File: src/design/wtm_pkg.sv
package wtm_pkg;

    localparam int TIME_W   = 48;
    localparam int QTY_W    = 48;
    localparam int SPEED_W  = 48;
    localparam int WIN_W    = 24;
    localparam int QIN_W    = 32;
    localparam int DUR_W    = WIN_W + 1;          // summed duration before clamping
    localparam int MULH_W   = QTY_W / 2;          // half of the quantity per multiply
    localparam int MUL_W    = MULH_W + WIN_W;     // partial product
    localparam int PROD_W   = QTY_W + WIN_W;      // full dividend
    localparam int DIV_STEPS = QTY_W;             // one quotient bit a cycle
    localparam int CNT_W    = $clog2(DIV_STEPS);

    localparam logic [WIN_W-1:0] WIN_RESET   = WIN_W'(1000);
    localparam logic [WIN_W-1:0] UNITS_PER_S = WIN_W'(1000);

    localparam logic [1:0] REQ_ADD     = 2'd0;
    localparam logic [1:0] REQ_QUERY   = 2'd1;
    localparam logic [1:0] REQ_RESTART = 2'd2;

    typedef enum logic [1:0] {
        OP_SCALE_ADD,
        OP_SCALE_QRY,
        OP_SPEED_ADD,
        OP_SPEED_QRY
    } t_op;

    typedef enum logic [3:0] {
        ST_IDLE,
        ST_PREP,
        ST_PLAN,
        ST_MUL,
        ST_SUM,
        ST_DCHK,
        ST_DIV,
        ST_POST,
        ST_DONE
    } t_state;

    typedef struct packed {
        logic [1:0]              req_type;
        logic [TIME_W-1:0]       time_ms;
        logic signed [QIN_W-1:0] quantity;
    } t_req;

    typedef struct packed {
        logic [SPEED_W-1:0] speed;
        logic [SPEED_W-1:0] last_speed;
        logic               rejected;
    } t_res;

endpackage

File: src/design/windowed_throughput_meter_top.sv
// Channel  | Direction | Handshake                   | Payload
// request  | in        | i_in_valid / o_in_ready     | i_in_data  (t_req: type, time, quantity)
// result   | out       | o_out_valid / i_out_ready   | o_out_data (t_res: speed, last speed, flag)
// config   | in        | i_cfg_wr_en, no wait        | i_cfg_wr_data (window length, ms)
//
// Sequence: requests that need no divide (restart, unused type, rejected add or query with no divide)
// go through PREP and PLAN straight to DONE. Each multiply-divide runs two 24x24 multiplies,
// sum, overflow check, 48 divider steps unless it saturates, write-back; a clamped add runs two.
// Reset: synchronous, active low; window back to 1000 ms, all sums and the speed to zero.
// Stalls: the result sits in an output register, so a new request is taken while it waits;
// the sequencer holds in its final state only if a second result is ready before the first goes.
module windowed_throughput_meter_top
    import wtm_pkg::*;
(
    input  logic              i_clk,
    input  logic              i_rst_n,
    input  logic              i_cfg_wr_en,
    input  logic [WIN_W-1:0]  i_cfg_wr_data,
    input  logic              i_in_valid,
    output logic              o_in_ready,
    input  t_req              i_in_data,
    output logic              o_out_valid,
    input  logic              i_out_ready,
    output t_res              o_out_data
);

    // architectural state
    t_state               r_state,      n_state;
    logic [WIN_W-1:0]     r_win,        n_win;
    logic [TIME_W-1:0]    r_last_tick,  n_last_tick;
    logic [WIN_W-1:0]     r_wdur,       n_wdur;
    logic [QTY_W-1:0]     r_wqty,       n_wqty;
    logic [SPEED_W-1:0]   r_stored,     n_stored;

    // request in flight
    t_req                 r_req,        n_req;
    logic [TIME_W-1:0]    r_elapsed,    n_elapsed;
    logic [SPEED_W-1:0]   r_speed,      n_speed;
    logic                 r_rej,        n_rej;

    // shared multiply-divide unit: floor(q*m/d), saturating at all ones
    t_op                  r_op,         n_op;
    logic [QTY_W-1:0]     r_mq,         n_mq;
    logic [WIN_W-1:0]     r_mm,         n_mm;
    logic [DUR_W-1:0]     r_md,         n_md;
    logic                 r_mstep,      n_mstep;
    logic [MUL_W-1:0]     r_plo,        n_plo;
    logic [MUL_W-1:0]     r_phi,        n_phi;
    logic [PROD_W-1:0]    r_prod,       n_prod;
    logic [DUR_W-1:0]     r_rem,        n_rem;
    logic [QTY_W-1:0]     r_quo,        n_quo;
    logic [CNT_W-1:0]     r_cnt,        n_cnt;

    // result register
    t_res                 r_out,        n_out;
    logic                 r_out_valid,  n_out_valid;

    // start request for the unit
    logic                 go;
    logic [QTY_W-1:0]     go_q;
    logic [WIN_W-1:0]     go_m;
    logic [DUR_W-1:0]     go_d;
    t_op                  go_op;

    // datapath helpers
    logic [QTY_W-1:0]     qin_ext;
    logic [QTY_W:0]       qsum;
    logic [QTY_W-1:0]     nq_sat;
    logic [DUR_W-1:0]     dsum;
    logic                 win_nz;
    logic                 gap;
    logic                 over;
    logic                 wz_active;
    logic [MULH_W-1:0]    mul_a;
    logic [MUL_W-1:0]     mul_out;
    logic [DUR_W:0]       div_shift;
    logic [DUR_W+1:0]     div_diff;
    logic [DUR_W-1:0]     prod_top;

    assign qin_ext   = QTY_W'(r_req.quantity[QIN_W-2:0]);
    assign qsum      = {1'b0, r_wqty} + {1'b0, qin_ext};
    assign nq_sat    = qsum[QTY_W] ? '1 : qsum[QTY_W-1:0];
    // only meaningful when the gap is below the window, so the low bits of elapsed suffice
    assign dsum      = DUR_W'(r_wdur) + DUR_W'(r_elapsed[WIN_W-1:0]);
    assign win_nz    = (r_win != '0);
    assign gap       = (r_elapsed >= TIME_W'(r_win));
    assign over      = (dsum > DUR_W'(r_win));
    assign wz_active = (r_wdur != '0) || (r_elapsed != '0);

    assign mul_a     = r_mstep ? r_mq[QTY_W-1:MULH_W] : r_mq[MULH_W-1:0];
    assign mul_out   = MUL_W'(mul_a) * MUL_W'(r_mm);

    // restoring divider step: remainder stays below d, so one subtract decides the bit
    assign div_shift = {r_rem, r_quo[QTY_W-1]};
    assign div_diff  = {1'b0, div_shift} - (DUR_W+2)'(r_md);
    assign prod_top  = DUR_W'(r_prod[PROD_W-1:QTY_W]);

    assign o_in_ready  = (r_state == ST_IDLE);
    assign o_out_valid = r_out_valid;
    assign o_out_data  = r_out;

    always_ff @(posedge i_clk) begin
        if (!i_rst_n) begin
            r_state     <= ST_IDLE;
            r_win       <= WIN_RESET;
            r_last_tick <= '0;
            r_wdur      <= '0;
            r_wqty      <= '0;
            r_stored    <= '0;
            r_out_valid <= 1'b0;
        end else begin
            r_state     <= n_state;
            r_win       <= n_win;
            r_last_tick <= n_last_tick;
            r_wdur      <= n_wdur;
            r_wqty      <= n_wqty;
            r_stored    <= n_stored;
            r_out_valid <= n_out_valid;
        end
    end

    always_ff @(posedge i_clk) begin
        r_req     <= n_req;
        r_elapsed <= n_elapsed;
        r_speed   <= n_speed;
        r_rej     <= n_rej;
        r_op      <= n_op;
        r_mq      <= n_mq;
        r_mm      <= n_mm;
        r_md      <= n_md;
        r_mstep   <= n_mstep;
        r_plo     <= n_plo;
        r_phi     <= n_phi;
        r_prod    <= n_prod;
        r_rem     <= n_rem;
        r_quo     <= n_quo;
        r_cnt     <= n_cnt;
        r_out     <= n_out;
    end

    always_comb begin
        n_state     = r_state;
        n_win       = r_win;
        n_last_tick = r_last_tick;
        n_wdur      = r_wdur;
        n_wqty      = r_wqty;
        n_stored    = r_stored;
        n_req       = r_req;
        n_elapsed   = r_elapsed;
        n_speed     = r_speed;
        n_rej       = r_rej;
        n_op        = r_op;
        n_mq        = r_mq;
        n_mm        = r_mm;
        n_md        = r_md;
        n_mstep     = r_mstep;
        n_plo       = r_plo;
        n_phi       = r_phi;
        n_prod      = r_prod;
        n_rem       = r_rem;
        n_quo       = r_quo;
        n_cnt       = r_cnt;
        n_out       = r_out;
        n_out_valid = r_out_valid && !i_out_ready;

        go    = 1'b0;
        go_q  = '0;
        go_m  = '0;
        go_d  = '0;
        go_op = OP_SPEED_ADD;

        if (i_cfg_wr_en) begin
            n_win = i_cfg_wr_data;
        end

        case (r_state)
            ST_IDLE: begin
                if (i_in_valid) begin
                    n_req   = i_in_data;
                    n_state = ST_PREP;
                end
            end

            ST_PREP: begin
                // time running backwards still counts as elapsed
                n_elapsed = (r_req.time_ms >= r_last_tick) ? r_req.time_ms - r_last_tick
                                                           : r_last_tick - r_req.time_ms;
                n_state   = ST_PLAN;
            end

            ST_PLAN: begin
                n_speed = '0;
                n_rej   = 1'b0;
                n_state = ST_DONE;
                case (r_req.req_type)
                    REQ_ADD: begin
                        if (r_req.quantity[QIN_W-1]) begin
                            n_rej = 1'b1;
                        end else if (win_nz && gap) begin
                            // gap covers the whole window: start afresh
                            n_last_tick = r_req.time_ms;
                            n_wdur      = r_win;
                            n_wqty      = qin_ext;
                            go          = 1'b1;
                            go_q        = qin_ext;
                            go_m        = UNITS_PER_S;
                            go_d        = DUR_W'(r_win);
                            go_op       = OP_SPEED_ADD;
                        end else if (!win_nz) begin
                            // zero window: sums collapse once any time has passed
                            n_last_tick = r_req.time_ms;
                            n_wdur      = '0;
                            n_wqty      = wz_active ? '0 : nq_sat;
                            n_speed     = r_stored;
                        end else begin
                            n_last_tick = r_req.time_ms;
                            if (over) begin
                                go    = 1'b1;
                                go_q  = nq_sat;
                                go_m  = r_win;
                                go_d  = dsum;
                                go_op = OP_SCALE_ADD;
                            end else begin
                                n_wdur = dsum[WIN_W-1:0];
                                n_wqty = nq_sat;
                                if (dsum != '0) begin
                                    go    = 1'b1;
                                    go_q  = nq_sat;
                                    go_m  = UNITS_PER_S;
                                    go_d  = dsum;
                                    go_op = OP_SPEED_ADD;
                                end else begin
                                    n_speed = r_stored;
                                end
                            end
                        end
                    end
                    REQ_QUERY: begin
                        if (win_nz && !gap) begin
                            if (over) begin
                                go    = 1'b1;
                                go_q  = r_wqty;
                                go_m  = r_win;
                                go_d  = dsum;
                                go_op = OP_SCALE_QRY;
                            end else if (dsum != '0) begin
                                go    = 1'b1;
                                go_q  = r_wqty;
                                go_m  = UNITS_PER_S;
                                go_d  = dsum;
                                go_op = OP_SPEED_QRY;
                            end
                        end
                    end
                    REQ_RESTART: begin
                        n_last_tick = r_req.time_ms;
                        n_wdur      = '0;
                        n_wqty      = '0;
                        n_stored    = '0;
                    end
                    default: begin
                    end
                endcase
            end

            ST_MUL: begin
                n_mstep = 1'b1;
                if (!r_mstep) begin
                    n_plo = mul_out;
                end else begin
                    n_phi   = mul_out;
                    n_state = ST_SUM;
                end
            end

            ST_SUM: begin
                n_prod  = {r_phi, MULH_W'(0)} + PROD_W'(r_plo);
                n_state = ST_DCHK;
            end

            ST_DCHK: begin
                // quotient needs more than QTY_W bits: saturate
                if (prod_top >= r_md) begin
                    n_quo   = '1;
                    n_state = ST_POST;
                end else begin
                    n_rem   = prod_top;
                    n_quo   = r_prod[QTY_W-1:0];
                    n_cnt   = '0;
                    n_state = ST_DIV;
                end
            end

            ST_DIV: begin
                if (!div_diff[DUR_W+1]) begin
                    n_rem = div_diff[DUR_W-1:0];
                    n_quo = {r_quo[QTY_W-2:0], 1'b1};
                end else begin
                    n_rem = div_shift[DUR_W-1:0];
                    n_quo = {r_quo[QTY_W-2:0], 1'b0};
                end
                n_cnt = r_cnt + CNT_W'(1);
                if (r_cnt == CNT_W'(DIV_STEPS - 1)) begin
                    n_state = ST_POST;
                end
            end

            ST_POST: begin
                case (r_op)
                    OP_SCALE_ADD: begin
                        n_wqty = r_quo;
                        n_wdur = r_win;
                        go     = 1'b1;
                        go_q   = r_quo;
                        go_m   = UNITS_PER_S;
                        go_d   = DUR_W'(r_win);
                        go_op  = OP_SPEED_ADD;
                    end
                    OP_SCALE_QRY: begin
                        go    = 1'b1;
                        go_q  = r_quo;
                        go_m  = UNITS_PER_S;
                        go_d  = DUR_W'(r_win);
                        go_op = OP_SPEED_QRY;
                    end
                    OP_SPEED_ADD: begin
                        n_stored = r_quo;
                        n_speed  = r_quo;
                        n_state  = ST_DONE;
                    end
                    default: begin
                        n_speed = r_quo;
                        n_state = ST_DONE;
                    end
                endcase
            end

            ST_DONE: begin
                if (!r_out_valid || i_out_ready) begin
                    n_out.speed      = r_speed;
                    n_out.last_speed = r_stored;
                    n_out.rejected   = r_rej;
                    n_out_valid      = 1'b1;
                    n_state          = ST_IDLE;
                end
            end

            default: begin
                n_state = ST_IDLE;
            end
        endcase

        if (go) begin
            n_mq    = go_q;
            n_mm    = go_m;
            n_md    = go_d;
            n_op    = go_op;
            n_mstep = 1'b0;
            n_state = ST_MUL;
        end
    end

endmodule

File: config.mk
export PLATFORM = sky130hd
export DESIGN_NAME = windowed_throughput_meter_top
export DESIGN_NICKNAME = d
export VERILOG_FILES = /design/src/design/wtm_pkg.sv /design/src/design/windowed_throughput_meter_top.sv
export SDC_FILE = /design/constraint.sdc
export NUM_CORES = 2
export LEC_CHECK = 0
export ABC_AREA = 1
export BUFFER_PORTS_ARGS = -buffer_cell sky130_fd_sc_hd__buf_4
export CORE_ASPECT_RATIO = 1.5
export CORE_UTILIZATION = 50
export CTS_BUF_LIST = sky130_fd_sc_hd__clkbuf_8
export CTS_CLUSTER_DIAMETER = 200
export DETAILED_ROUTE_END_ITERATION = 8
export GPL_TIMING_DRIVEN = 0
export PLACE_DENSITY = 0.76
export REMOVE_ABC_BUFFERS = 1
export SKIP_CTS_REPAIR_TIMING = 1
export SLEW_MARGIN = 25
export SYNTH_ARGS = -nofsm -noshare
export SYNTH_HDL_FRONTEND = slang
export SYNTH_SLANG_ARGS = --single-unit
File: constraint.sdc
create_clock -name i_clk -period 20.9 [get_ports i_clk]
set_input_delay 4.18 -clock i_clk [delete_from_list [all_inputs] [get_ports i_clk]]
set_output_delay 4.18 -clock i_clk [all_outputs]
set_load 0.01 [all_outputs]
==> results.py <==
metrics = {
    "timing": {
        "period_needed_ns": 10.31,
        "rsz0062_at_grt": "false",
        "clock.fmax_mhz": 97.01,
        "skew_ns": 0.04677,
        "setup_tns_ns": 0,
        "slew_headroom_pct": 22.11,
        "finalCritPeriodShare_pct": 49.32,
        "setup_slack_ns": 10.59,
        "setup_viol": 0,
        "hold_viol": 0,
        "worstMarginPinSlew_ns": 1.168,
        "slew_viol_final": 0,
    },
    "cts": {
        "clockRootBuffer": "clkbuf_8",
        "cts_buffer_depth": 3,
        "clock_sinks": 820,
        "h-tree-depth": 4,
        "clk_latency_ns": 0.93,
        "tritoncts": "built",
        "cts_buffers": 132,
        "clk_pin_slew_ns": 0.06,
    },
    "floorplan": {
        "core_mm2": 0.1287,
        "ios": 210,
        "initial_utilization_pct": 50.59,
        "fp-row-count": 161,
        "die_w_um": 296.7,
        "die_h_um": 444,
        "fp.dieArea_mm2": 0.1317,
    },
    "place": {
        "gp_congestion": 1.037,
        "preCtsSetupSlack_ns": 10.49,
        "placed_area_mm2": 0.06923,
        "dp_hpwl_mm": 180.2,
        "numPortBuffers": 209,
    },
    "setup_path": {
        "crit_fanout": 26,
        "critical_path_class": "reg -> reg",
        "cp-end-kind": "flop",
        "cp-start-kind": "flop",
        "critPathRequiredTime_ns": 21.55,
        "reg2reg_depth": 27,
        "arrival_ns": 10.96,
    },
    "yosys": {
        "syn_area_mm2": 0.06512,
        "avgSynthCellArea_um2": 8.416,
        "ys_seq_area_share_pct": 34.77,
        "synth_top_area_share_pct": 28.68,
        "synthCells": 7738,
        "synth-main-ff-cell": "edfxtp_1",
        "ys_warn_count": 0,
        "yosysTopAreaCell": "edfxtp_1",
        "synthTopCellsByArea": "edfxtp_1, fa_1, ha_1",
        "async_flop_share_pct": 0,
        "synth_seq_cells": 820,
        "synth_edf_count": 622,
        "synth_cell_types": 69,
    },
    "cells_and_area": {
        "layout-drive-gt1-share_pct": 8.097,
        "fin_area_mm2": 0.07210,
        "nNetsFinal": 8952,
        "area_delta_synth_final_pct": 10.71,
        "fin_util_pct": 56.01,
        "largest_reg_flops": 97,
    },
    "routing": {
        "vias_per_cell": 5.764,
        "drt_iter0_markers": 4851,
        "drt-total-wl_mm": 234.7,
        "drc_errors": 0,
        "vias": 56190,
        "wire_per_inst_um": 24.07,
        "postRouteAntennaNets": 0,
        "dr.pass1.iters": 8,
    },
    "worst_hold_path": {
        "holdPathStages": 0,
        "hp-class": "reg -> reg",
    },
    "global_routing": {
        "grt_start_max_net_pins": 108,
        "grt_pass1_wl_mm": 348.2,
        "antenna_found_initial": 16,
        "grt_use_total_pct": 36.16,
        "grt_pass1_vias": 57800,
        "overflow": 0,
    },
    "outcome": {
        "run_status": "finished clean",
    },
    "job": {
        "maxCapViolCount": 0,
    },
}
[cells by family (layout without fill, tap and decap cells)]
group	Yosys count	in the layout	share of synthesized area (%)
compound gates	1473	1473	12.34
xor+xnor	211	211	2.849
fa+ha+maj	934	934	23.57
buf+inv	1584	1861	9.349
flops	820	820	34.77
mux	6	6	0.09223
other cells	0	22	0
simple gates	2710	2710	17.03
[cell usage after synthesis, drive strengths merged (8+ instances only)]
cell type / instances
a211oi: 10
a21boi: 12
a21o: 20
a21oi: 604
a31oi: 24
buf: 45
clkbuf: 205
clkinv: 19
dfxtp: 198
edfxtp: 622
fa: 488
ha: 446
inv: 1315
nand2: 1485
nand3: 208
nand3b: 8
nand4: 48
nor2: 782
nor3: 77
nor4: 35
o211ai: 19
o21a: 28
o21ai: 670
o21bai: 14
o221ai: 11
o31ai: 29
or2: 60
xnor2: 83
xor2: 128
[worst max-delay path, cell delays in order (launching register included)]
cell      delay (ns)
dfxtp_2         0.74
inv_1           0.61
or2_2           0.46
nand2_1         0.72
clkinv_1        1.03
nand2_1         0.32
fa_1            0.45
inv_1           0.08
fa_1            0.43
fa_1            0.55
inv_1           0.06
fa_1            0.51
inv_1           0.06
fa_1            0.58
fa_1            0.47
fa_1            0.51
ha_1            0.44
nand2_1         0.18
nor2_1          0.14
inv_1           0.07
o31ai_1         0.45
a21oi_1         0.16
o21ai_0         0.29
nand2_1         0.08
nand2_1         0.10
nand2_1         0.07
nand2_1         0.07
xor2_1          0.39
[final timing paths]
| kind | startpoint | endpoint | slack, ns |
|---|---|---|---|
| setup / recovery | r_mstep$_SDFFE_PP0P_ | r_phi[34]$_DFFE_PP_ | 10.59 |
| hold / removal | r_speed[13]$_DFFE_PP_ | o_out_data[62]$_DFFE_PP_ | 0.40 |
| setup reg to reg | r_mstep$_SDFFE_PP0P_ | r_phi[34]$_DFFE_PP_ | 10.59 |
| hold reg to reg | r_speed[13]$_DFFE_PP_ | o_out_data[62]$_DFFE_PP_ | 0.40 |
[metal layers]
metal	up-vias	part of all wire (%)	GRT usage [%]
met5	-	0.025	0
met4	8	13	38.41
met2	2933	47	59.02
li1	25400	-	-
met1	26710	32	36.07
met3	1140	8.3	8.958
[metrics by stage]
stage / hold WS (ns) / std cells
global route: 0.4038 / 9739
floorplan: 0.4003 / 7488
global placement: 0.4014 / 9408
detailed placement: 0.4045 / 9483
finish: 0.4021 / 9748
CTS: 0.4092 / 9725
[layout make-up]
class	instances	area, µm²
Antenna cell	22	55.05
Clock buffer	147	2023
Clock inverter	95	772.0
Fill cell	11650	56630
Inverter	1334	5017
Multi-Input combinational cell	5334	36560
Sequential cell	820	22640
Tap cell	1711	2141
Timing Repair Buffer	285	2885
[layout by cell type, fill, tap and decap left out, drive strengths merged, types with 22 or more instances in the layout]
cell | Yosys | routed
ha | 446 | 446
nor3 | 77 | 77
nand4 | 48 | 48
a21oi | 604 | 604
o31ai | 29 | 29
clkbuf | 205 | 147
dfxtp | 198 | 198
or2 | 60 | 60
edfxtp | 622 | 622
inv | 1315 | 1357
diode | 0 | 22
o21ai | 670 | 670
clkinv | 19 | 53
nand3 | 208 | 208
fa | 488 | 488
xnor2 | 83 | 83
o21a | 28 | 28
buf | 45 | 285
xor2 | 128 | 128
a31oi | 24 | 24
nor2 | 782 | 782
nand2 | 1485 | 1485
nor4 | 35 | 35
Power is not shown: default switching activity piles up to over one toggle a cycle in this logic, so the estimate is an artifact.
